`src/design/asbg_pkg.sv`:
```
package asbg_pkg;

    localparam int unsigned LEN_W   = 23;
    localparam int unsigned COUNT_W = 8;
    localparam int unsigned LEVEL_W = 15;
    localparam int unsigned GAIN_W  = 16;
    localparam int unsigned RANGE_W = 7;
    localparam int unsigned JIT_W   = 8;
    localparam int unsigned CLICK_W = 9;
    // threshold is spacing times (clicks + 1), clicks + 1 needs one bit more
    localparam int unsigned THR_W   = LEN_W + CLICK_W + 1;
    localparam int unsigned CMP_W   = THR_W + 1;
    localparam int unsigned JMUL_W  = 33;
    localparam int unsigned JIT_STEP = 441;
    localparam int unsigned GAIN_FRAC = 12;

    localparam int unsigned APB_DW = 32;
    localparam int unsigned APB_AW = 5;

    localparam logic [CLICK_W-1:0] CLICKS_MAX = '1;

    localparam logic [2:0] REG_ENABLE       = 3'd0;
    localparam logic [2:0] REG_BURST_LEN    = 3'd1;
    localparam logic [2:0] REG_SNAP_SPACING = 3'd2;
    localparam logic [2:0] REG_SNAP_COUNT   = 3'd3;
    localparam logic [2:0] REG_IDLE_LEN     = 3'd4;
    localparam logic [2:0] REG_SNAP_LEVEL   = 3'd5;
    localparam logic [2:0] REG_PASS_GAIN    = 3'd6;
    localparam logic [2:0] REG_JIT_RANGE    = 3'd7;

    localparam logic [LEN_W-1:0]   RST_BURST_LEN    = 23'd44100;
    localparam logic [LEN_W-1:0]   RST_SNAP_SPACING = 23'd22050;
    localparam logic [COUNT_W-1:0] RST_SNAP_COUNT   = 8'd1;
    localparam logic [LEN_W-1:0]   RST_IDLE_LEN     = 23'd4410;
    localparam logic [LEVEL_W-1:0] RST_SNAP_LEVEL   = 15'd16384;
    localparam logic [GAIN_W-1:0]  RST_PASS_GAIN    = 16'd4096;

    typedef struct packed {
        logic               enable;
        logic [LEN_W-1:0]   burst_samples;
        logic [LEN_W-1:0]   snap_spacing;
        logic [COUNT_W-1:0] snap_count;
        logic [LEN_W-1:0]   idle_samples;
        logic [LEVEL_W-1:0] snap_level;
        logic [GAIN_W-1:0]  pass_gain;
        logic [RANGE_W-1:0] jitter_range;
    } t_cfg;

endpackage

```
`src/design/asbg_regs.sv`:
```
module asbg_regs (
    input  logic                         i_clk,
    input  logic                         i_rst_n,
    input  logic                         psel,
    input  logic                         penable,
    input  logic                         pwrite,
    input  logic [asbg_pkg::APB_AW-1:0]  paddr,
    input  logic [asbg_pkg::APB_DW-1:0]  pwdata,
    output logic [asbg_pkg::APB_DW-1:0]  prdata,
    output logic                         pready,
    output asbg_pkg::t_cfg               o_cfg
);
    import asbg_pkg::*;

    t_cfg       r_cfg;
    logic       wr_en;
    logic [2:0] reg_idx;

    assign pready  = 1'b1;
    assign wr_en   = psel && penable && pwrite && pready;
    assign reg_idx = paddr[APB_AW-1:2];
    assign o_cfg   = r_cfg;

    always_ff @(posedge i_clk) begin
        if (!i_rst_n) begin
            r_cfg.enable        <= 1'b0;
            r_cfg.burst_samples <= RST_BURST_LEN;
            r_cfg.snap_spacing  <= RST_SNAP_SPACING;
            r_cfg.snap_count    <= RST_SNAP_COUNT;
            r_cfg.idle_samples  <= RST_IDLE_LEN;
            r_cfg.snap_level    <= RST_SNAP_LEVEL;
            r_cfg.pass_gain     <= RST_PASS_GAIN;
            r_cfg.jitter_range  <= '0;
        end else if (wr_en) begin
            case (reg_idx)
                REG_ENABLE:       r_cfg.enable        <= pwdata[0];
                REG_BURST_LEN:    r_cfg.burst_samples <= pwdata[LEN_W-1:0];
                REG_SNAP_SPACING: r_cfg.snap_spacing  <= pwdata[LEN_W-1:0];
                REG_SNAP_COUNT:   r_cfg.snap_count    <= pwdata[COUNT_W-1:0];
                REG_IDLE_LEN:     r_cfg.idle_samples  <= pwdata[LEN_W-1:0];
                REG_SNAP_LEVEL:   r_cfg.snap_level    <= pwdata[LEVEL_W-1:0];
                REG_PASS_GAIN:    r_cfg.pass_gain     <= pwdata[GAIN_W-1:0];
                REG_JIT_RANGE:    r_cfg.jitter_range  <= pwdata[RANGE_W-1:0];
                default: ;
            endcase
        end
    end

    always_comb begin
        prdata = '0;
        case (reg_idx)
            REG_ENABLE:       prdata = APB_DW'(r_cfg.enable);
            REG_BURST_LEN:    prdata = APB_DW'(r_cfg.burst_samples);
            REG_SNAP_SPACING: prdata = APB_DW'(r_cfg.snap_spacing);
            REG_SNAP_COUNT:   prdata = APB_DW'(r_cfg.snap_count);
            REG_IDLE_LEN:     prdata = APB_DW'(r_cfg.idle_samples);
            REG_SNAP_LEVEL:   prdata = APB_DW'(r_cfg.snap_level);
            REG_PASS_GAIN:    prdata = APB_DW'(r_cfg.pass_gain);
            REG_JIT_RANGE:    prdata = APB_DW'(r_cfg.jitter_range);
            default:          prdata = '0;
        endcase
    end

endmodule

```
`src/design/asbg_core.sv`:
```
module asbg_core #(
    parameter int SAMPLE_WIDTH  = 16,
    parameter int COUNTER_WIDTH = 24
) (
    input  logic                               i_clk,
    input  logic                               i_rst_n,
    input  asbg_pkg::t_cfg                     i_cfg,
    input  logic                               i_step,
    input  logic signed [SAMPLE_WIDTH-1:0]     i_sample,
    input  logic signed [asbg_pkg::JIT_W-1:0]  i_jitter,
    output logic signed [SAMPLE_WIDTH-1:0]     o_sample
);
    import asbg_pkg::*;

    localparam int SW  = SAMPLE_WIDTH;
    localparam int CW  = COUNTER_WIDTH;
    localparam int PW  = SW + GAIN_W + 1;
    localparam int SCW = PW - GAIN_FRAC;
    localparam int YW  = (SCW > LEVEL_W + 1) ? SCW : LEVEL_W + 1;

    logic                 r_in_burst;
    logic [CW-1:0]        r_burst_cnt;
    logic [CW-1:0]        r_idle_cnt;
    logic [CLICK_W-1:0]   r_clicks;
    logic                 r_click_sign;

    logic                 n_in_burst;
    logic [CW-1:0]        n_burst_cnt;
    logic [CW-1:0]        n_idle_cnt;
    logic [CLICK_W-1:0]   n_clicks;
    logic                 n_click_sign;

    logic signed [JIT_W-1:0] rng_pos, rng_neg, jit_cl;
    logic [JMUL_W-1:0]    jit_mul;
    logic [CW-1:0]        jit_load;
    logic [CLICK_W:0]     clicks_p1;
    logic [THR_W-1:0]     thr;
    logic                 ge_thr, click_now;
    logic [CW-1:0]        burst_inc, idle_inc;
    logic                 burst_end, idle_end;
    logic signed [PW-1:0] prod;
    logic signed [SCW-1:0] scaled;
    logic signed [YW-1:0] lvl, y;
    logic                 sat_hi, sat_lo;

    function automatic logic signed [CMP_W-1:0] cnt_ext(input logic [CW-1:0] v);
        return CMP_W'($signed(v));
    endfunction

    // jitter clamp and load value, wrapped to counter width
    always_comb begin
        rng_pos = $signed({1'b0, i_cfg.jitter_range});
        rng_neg = -rng_pos;
        jit_cl  = i_jitter;
        if (i_jitter > rng_pos) jit_cl = rng_pos;
        if (i_jitter < rng_neg) jit_cl = rng_neg;
        jit_mul  = JMUL_W'(jit_cl) * JMUL_W'(JIT_STEP);
        jit_load = jit_mul[CW-1:0];
    end

    assign clicks_p1 = {1'b0, r_clicks} + 1'b1;
    assign thr       = THR_W'(i_cfg.snap_spacing) * THR_W'(clicks_p1);
    assign ge_thr    = cnt_ext(r_burst_cnt) >= $signed({1'b0, thr});
    assign click_now = (r_clicks < CLICK_W'(i_cfg.snap_count)) && ge_thr;

    // output datapath
    always_comb begin
        prod   = i_sample * $signed({1'b0, i_cfg.pass_gain});
        scaled = prod[PW-1:GAIN_FRAC];
        lvl    = YW'($signed({1'b0, i_cfg.snap_level}));
        if (!i_cfg.enable || !r_in_burst) begin
            y = YW'(i_sample);
        end else if (click_now) begin
            y = r_click_sign ? lvl : -lvl;
        end else begin
            y = YW'(scaled);
        end
        sat_hi = !y[YW-1] && (|y[YW-2:SW-1]);
        sat_lo = y[YW-1] && !(&y[YW-2:SW-1]);
        if (sat_hi) begin
            o_sample = {1'b0, {(SW-1){1'b1}}};
        end else if (sat_lo) begin
            o_sample = {1'b1, {(SW-1){1'b0}}};
        end else begin
            o_sample = y[SW-1:0];
        end
    end

    // phase and counter advance
    always_comb begin
        burst_inc = r_burst_cnt + 1'b1;
        idle_inc  = r_idle_cnt + 1'b1;
        burst_end = cnt_ext(burst_inc) >= $signed(CMP_W'(i_cfg.burst_samples));
        idle_end  = cnt_ext(idle_inc) >= $signed(CMP_W'(i_cfg.idle_samples));

        n_in_burst   = r_in_burst;
        n_burst_cnt  = r_burst_cnt;
        n_idle_cnt   = r_idle_cnt;
        n_clicks     = r_clicks;
        n_click_sign = r_click_sign;

        if (r_in_burst) begin
            n_burst_cnt = burst_inc;
            if (ge_thr && r_clicks != CLICKS_MAX) begin
                n_click_sign = !r_click_sign;
                n_clicks     = r_clicks + 1'b1;
            end
            if (burst_end) begin
                n_burst_cnt = '0;
                n_clicks    = '0;
                n_in_burst  = 1'b0;
                n_idle_cnt  = jit_load;
            end
        end else begin
            n_idle_cnt = idle_inc;
            if (idle_end) begin
                n_idle_cnt  = '0;
                n_in_burst  = 1'b1;
                n_clicks    = '0;
                n_burst_cnt = jit_load;
            end
        end
    end

    always_ff @(posedge i_clk) begin
        if (!i_rst_n) begin
            r_in_burst   <= 1'b0;
            r_burst_cnt  <= '0;
            r_idle_cnt   <= '0;
            r_clicks     <= '0;
            r_click_sign <= 1'b0;
        end else if (i_step) begin
            r_in_burst   <= n_in_burst;
            r_burst_cnt  <= n_burst_cnt;
            r_idle_cnt   <= n_idle_cnt;
            r_clicks     <= n_clicks;
            r_click_sign <= n_click_sign;
        end
    end

endmodule

```
`src/design/audio_snap_burst_generator.sv`:
```
// Pipeline: 2 register stages, input register then result register; input may stall.
// Throughput: 1 sample per cycle unless m_axis_tready holds the result; the phase counters
// and the click threshold multiply sit combinationally between the two registers.
// Reset (i_rst_n low, synchronous): idle phase, counters and click count zero,
// registers back to their defaults, both pipeline stages empty.
module audio_snap_burst_generator #(
    parameter int SAMPLE_WIDTH  = 16,
    parameter int COUNTER_WIDTH = 24
) (
    input  logic                                  i_clk,
    input  logic                                  i_rst_n,
    input  logic                                  s_axis_tvalid,
    output logic                                  s_axis_tready,
    // [SAMPLE_WIDTH-1:0] sample_in, [SAMPLE_WIDTH+7:SAMPLE_WIDTH] jitter, zero pad
    input  logic [((SAMPLE_WIDTH+asbg_pkg::JIT_W+7)/8)*8-1:0] s_axis_tdata,
    output logic                                  m_axis_tvalid,
    input  logic                                  m_axis_tready,
    // [SAMPLE_WIDTH-1:0] sample_out, zero pad
    output logic [((SAMPLE_WIDTH+7)/8)*8-1:0]     m_axis_tdata,
    input  logic                                  psel,
    input  logic                                  penable,
    input  logic                                  pwrite,
    input  logic [asbg_pkg::APB_AW-1:0]           paddr,
    input  logic [asbg_pkg::APB_DW-1:0]           pwdata,
    output logic [asbg_pkg::APB_DW-1:0]           prdata,
    output logic                                  pready
);
    import asbg_pkg::*;

    localparam int SW    = SAMPLE_WIDTH;
    localparam int OUT_W = ((SW + 7) / 8) * 8;

    t_cfg                  cfg;
    logic                  r_in_valid;
    logic signed [SW-1:0]  r_in_sample;
    logic signed [JIT_W-1:0] r_in_jitter;
    logic                  r_out_valid;
    logic signed [SW-1:0]  r_out_sample;
    logic signed [SW-1:0]  core_sample;
    logic                  adv, in_xfer;

    asbg_regs u_regs (
        .i_clk   (i_clk),
        .i_rst_n (i_rst_n),
        .psel    (psel),
        .penable (penable),
        .pwrite  (pwrite),
        .paddr   (paddr),
        .pwdata  (pwdata),
        .prdata  (prdata),
        .pready  (pready),
        .o_cfg   (cfg)
    );

    asbg_core #(
        .SAMPLE_WIDTH  (SAMPLE_WIDTH),
        .COUNTER_WIDTH (COUNTER_WIDTH)
    ) u_core (
        .i_clk    (i_clk),
        .i_rst_n  (i_rst_n),
        .i_cfg    (cfg),
        .i_step   (adv),
        .i_sample (r_in_sample),
        .i_jitter (r_in_jitter),
        .o_sample (core_sample)
    );

    // stage moves when the result slot is free or being drained
    assign adv           = r_in_valid && (!r_out_valid || m_axis_tready);
    assign s_axis_tready = !r_in_valid || adv;
    assign in_xfer       = s_axis_tvalid && s_axis_tready;
    assign m_axis_tvalid = r_out_valid;
    assign m_axis_tdata  = OUT_W'($unsigned(r_out_sample));

    always_ff @(posedge i_clk) begin
        if (!i_rst_n) begin
            r_in_valid  <= 1'b0;
            r_out_valid <= 1'b0;
        end else begin
            if (in_xfer) begin
                r_in_valid <= 1'b1;
            end else if (adv) begin
                r_in_valid <= 1'b0;
            end
            if (adv) begin
                r_out_valid <= 1'b1;
            end else if (m_axis_tready) begin
                r_out_valid <= 1'b0;
            end
        end
    end

    always_ff @(posedge i_clk) begin
        if (in_xfer) begin
            r_in_sample <= s_axis_tdata[SW-1:0];
            r_in_jitter <= s_axis_tdata[SW+JIT_W-1:SW];
        end
        if (adv) begin
            r_out_sample <= core_sample;
        end
    end

    a_bypass: assert property (@(posedge i_clk) disable iff (!i_rst_n)
        adv && !cfg.enable |=> r_out_sample == $past(r_in_sample))
        else $error("bypass result differs from input sample");

    a_hold_in: assert property (@(posedge i_clk) disable iff (!i_rst_n)
        r_in_valid && !adv |=> r_in_valid && $stable(r_in_sample) && $stable(r_in_jitter))
        else $error("stalled input stage lost its sample");

    a_adv_out: assert property (@(posedge i_clk) disable iff (!i_rst_n)
        adv |=> r_out_valid)
        else $error("advanced sample produced no result");

endmodule
```
`config.mk`:
```
export PLATFORM = sky130hd
export DESIGN_NAME = audio_snap_burst_generator
export DESIGN_NICKNAME = d
export VERILOG_FILES = /design/src/design/asbg_pkg.sv /design/src/design/asbg_regs.sv /design/src/design/asbg_core.sv /design/src/design/audio_snap_burst_generator.sv
export SDC_FILE = /design/constraint.sdc
export NUM_CORES = 2
export LEC_CHECK = 0
export BUFFER_PORTS_ARGS = -buffer_cell sky130_fd_sc_hd__buf_2
export CELL_PAD_IN_SITES_DETAIL_PLACEMENT = 1
export CELL_PAD_IN_SITES_GLOBAL_PLACEMENT = 1
export CORE_MARGIN = 2
export CORE_UTILIZATION = 41
export CTS_BUF_LIST = sky130_fd_sc_hd__clkbuf_4
export CTS_CLUSTER_SIZE = 8
export DETAILED_ROUTE_END_ITERATION = 10
export PLACE_DENSITY_LB_ADDON = 0.1
export SYNTH_ARGS = -nofsm -noshare
export SYNTH_HDL_FRONTEND = slang
export SYNTH_SLANG_ARGS = --single-unit
```
`constraint.sdc`:
```
create_clock -name i_clk -period 12.1 [get_ports i_clk]
set_input_delay 3.025 -clock i_clk [delete_from_list [all_inputs] [get_ports i_clk]]
set_output_delay 3.025 -clock i_clk [all_outputs]
set_load 0.01 [all_outputs]
```
==> flow_summary_export.csv <==
group,metric,value,unit
run_status,status,"complete, no violations",
sta,hold_violations,0,
finish,n_fill_cell,8748,
sta,max_freq,0.08848,GHz
critical_path,cp_max_fo,24,
grt,antenna_found_initial,6,
pwr,power_density,80.85,nW/um^2
clock_tree,htreeDepth,2,
routing,antenna_left,0,
placement,finalWeightedCongestion,0.8638,
sta,slew_headroom,0.1974,
pwr,ir_drop,0.06161,mV
sta,min_period_over_period,0.9341,
floorplan,dieArea,75400,um^2
pwr,internal_power,1521,uW
finish,fin_nets,4322,
pwr,comb_power_share,0.402,
critical_path,crit_required,12.50,ns
routing,drc,0,
synthesis,synth_top_area_share,0.2527,
floorplan,core,72710,um^2
grt,grt_pass1_vias,27363,
synthesis,ys_types,76,
pwr,p_sw,1069,uW
finish,fin_area,32030,um^2
critical_path,crit_arrival,11.71,ns
synthesis,synth.largest_area_cell,"fa_1",
synthesis,seq_area_frac_synth,0.1580,
clock_tree,hold_buffers,0,
clock_tree,cts_tree,"yes",
routing,wl_per_cell,21.40,um
routing,drt_iter0_drc,1166,
sta,finClkSkew,0.07336,ns
critical_path,slowest_stage,"a211oi_2",
synthesis,ys.flop_type,"dfxtp_1",
min_path,hold_path_depth,2,
sta,rsz0062_at_grt,"no",
synthesis,synth-edff-count,40,
routing,vias,24866,
critical_path,cp_top_family,"adder cells",
synthesis,synthTopCellsByArea,"fa_1 (25%), ha_1 (14%), dfxtp_1 (12%)",
sta,worstMarginPinSlew,1.199,ns
critical_path,reg2regPathDepth,34,
placement,hpwl,76370,um
sta,final.setup.tns,0,ns
pwr,total_power,2590,uW
finish,multi_input_area,22640,um^2
grt,grt_usage,0.2638,
pwr,switching_share,0.4128,
critical_path,critPathMostFrequentCell,"fa_1",
synthesis,synth_area,30020,um^2
critical_path,r2r_slack,0.80,ns
critical_path,end_kind,"flop",
grt,grt_max_degree,88,
finish,seqCellArea,4745,um^2
run,cap_violations,0,
sta,drv_slew,0,
floorplan,placementRows,99,
critical_path,crit_buf_inv,0,
synthesis,yosysMostFrequentCell,"nand2_1",
critical_path,reg2reg_to,"m_axis_tdata[1]$_SDFFCE_PP1P_",
placement,io_buffers,97,
placement,place_area,31260,um^2
grt,overflow,0,
pwr,power_frac_clock,0.276,
critical_path,timing.rr.start,"u_core.r_clicks[1]$_SDFFE_PN0P_",
routing,first_pass_iters,5,
synthesis,netlist_top_cells_count,"nand2_1 (565), inv_1 (505), fa_1 (379), ha_1 (332), a21oi_1 (197)",
floorplan,start_util,0.4129,
sta,setup_violations,0,
min_path,holdPathEnd,"u_regs.o_cfg[40]$_SDFFE_PN0P_",
clock_tree,cts-buffers-inserted,59,
pwr,p_leak,0.01566,uW
synthesis,netlist_instances,3537,
floorplan,die_y,274.6,um
finish,layout-drive-gt1-share,0.07527,
clock_tree,clk_path_buf_depth,3,
finish,syn_to_final_growth,6.698,%
clock_tree,clk_pin_slew,0.07,ns
sta,min_period,11.30,ns
min_path,min_path_type,"flop to flop",
floorplan,io_pins,119,
routing,vias_per_cell,5.467,
clock_tree,root_buffer,"clkbuf_4",
floorplan,dieWidth,274.6,um
pwr,power_frac_seq,0.322,
synthesis,yosys_warnings,0,
clock_tree,cts.sinks,217,
synthesis,synthArstFlopShare,0,
synthesis,synth_area_per_cell,8.487,um^2
critical_path,startpoint_type,"flop",
critical_path,cp_slowest_stage_delay,0.83,ns
grt,grt_pass1_wl,154500,um
min_path,hold_start,"u_regs.o_cfg[40]$_SDFFE_PN0P_",
clock_tree,clock_latency,0.79,ns
synthesis,ys_ff_latch,217,
routing,finalWirelength,97330,um
critical_path,crit_type,"flop to flop",
==> kinds of logic after synthesis <==
kind of cell / share of synthesized area
buffers and inverters: 0.09044
muxes: 0.02301
xor gates and xnor gates: 0.03618
AOI/OAI and AO/OA: 0.1193
and+or+nand+nor: 0.1816
other: 0.0002502
DFF: 0.1580
adders and majority gates: 0.3911
==> cell type report <==
cell class	instances	area share
Timing Repair Buffer	135	0.02406
Multi-Input combinational cell	2624	0.7069
Clock inverter	14	0.002578
Clock buffer	91	0.02133
Inverter	506	0.05937
Sequential cell	217	0.1481
Antenna cell	2	0.0001563
Tap cell	959	0.03746
==> metal layers <==
metal	global-route usage	vias up	routed length, um	part of all wire
li1	-	11493	-	-
met5	0	-	39	0.00040
met2	0.4711	470	48600	0.50
met4	0.07938	6	2852	0.029
met3	0.03177	165	3794	0.039
met1	0.3325	12732	42040	0.43
==> power groups by stage <==
stage          combinational [uW]  clock (uW)  sequential [uW]
6_report                     1040         716              833
5_1_grt                      1160         769              837
4_1_cts                      1050         733              833
3_5_place_dp                 1040           0              849
3_3_place_gp                 1010           0              848
2_1_floorplan                 746           0              807
==> worst max-delay path by stage <==
stage | start | end | slack, ns | cells past startpoint
global placement | u_core.r_clicks[1]$_SDFFE_PN0P_ | m_axis_tdata[2]$_SDFFCE_PP1P_ | 0.88 | 34
detailed placement | u_core.r_clicks[1]$_SDFFE_PN0P_ | m_axis_tdata[14]$_SDFFCE_PP1P_ | 0.65 | 34
finish | u_core.r_clicks[1]$_SDFFE_PN0P_ | m_axis_tdata[1]$_SDFFCE_PP1P_ | 0.80 | 34
CTS | u_core.r_clicks[1]$_SDFFE_PN0P_ | m_axis_tdata[1]$_SDFFCE_PP1P_ | 0.56 | 34
global route | u_core.r_clicks[1]$_SDFFE_PN0P_ | m_axis_tdata[1]$_SDFFCE_PP1P_ | 0.03 | 34
floorplan | u_core.r_clicks[1]$_SDFFE_PN0P_ | m_axis_tdata[10]$_SDFFCE_PP1P_ | 3.21 | 38
==> cell usage in the layout (no fill, tap or decap), types with 17 or more instances in the layout <==
| master | instances |
|---|---|
| nand2_1 | 565 |
| inv_1 | 505 |
| fa_1 | 379 |
| ha_1 | 331 |
| a21oi_1 | 197 |
| dfxtp_1 | 177 |
| and2_1 | 171 |
| nor2_1 | 122 |
| o21ai_0 | 105 |
| buf_2 | 97 |
| clkbuf_4 | 91 |
| xnor2_1 | 81 |
| nor2b_1 | 69 |
| nand3_1 | 64 |
| a21o_1 | 56 |
| mux2i_1 | 51 |
| nand2b_1 | 48 |
| xor2_1 | 41 |
| edfxtp_1 | 40 |
| buf_4 | 38 |
| nor3_1 | 26 |
| a221oi_1 | 23 |
| nand4_1 | 21 |
| and3_1 | 19 |
| o21a_1 | 17 |
| o211ai_1 | 17 |
==> sequential cells by signal, indices dropped and copies added, names as in the netlist <==
register	flops
m_axis_tdata	16
m_axis_tvalid	1
r_in_jitter	8
r_in_sample	16
r_in_valid	1
u_core.r_burst_cnt	24
u_core.r_click_sign	1
u_core.r_clicks	9
u_core.r_idle_cnt	24
u_core.r_in_burst	1
u_regs.o_cfg	116
==> through the flow <==
stage          cells  hold WS (ns)    util  worst slack [ns]
2_1_floorplan   3545        0.4363       -             3.207
3_3_place_gp    4441        0.4412  0.4299            0.8800
3_5_place_dp    4441        0.4468  0.4299            0.6475
4_1_cts         4546        0.4557  0.4404            0.5589
5_1_grt         4547        0.4815  0.4405           0.03420
6_report        4548        0.4573  0.4405            0.7974
==> timing repair <==
item                                   in CTS  in global routing
setup endpoints to repair                   0                 15
setup buffers                               0                  0
endpoints found under the hold margin       0                  0
gates resized for setup                     0                  1
==> worst register-to-register path: cells and delay by family, from the launching register on <==
kind,cells,cell delay [ns]
adders and majority gates,9,4.10
xor gates and xnor gates,1,0.10
DFF,1,0.42
AOI/OAI and AO/OA,14,3.81
and+or+nand+nor,10,2.49
Note: power is estimated with default switching activity, not from simulation.
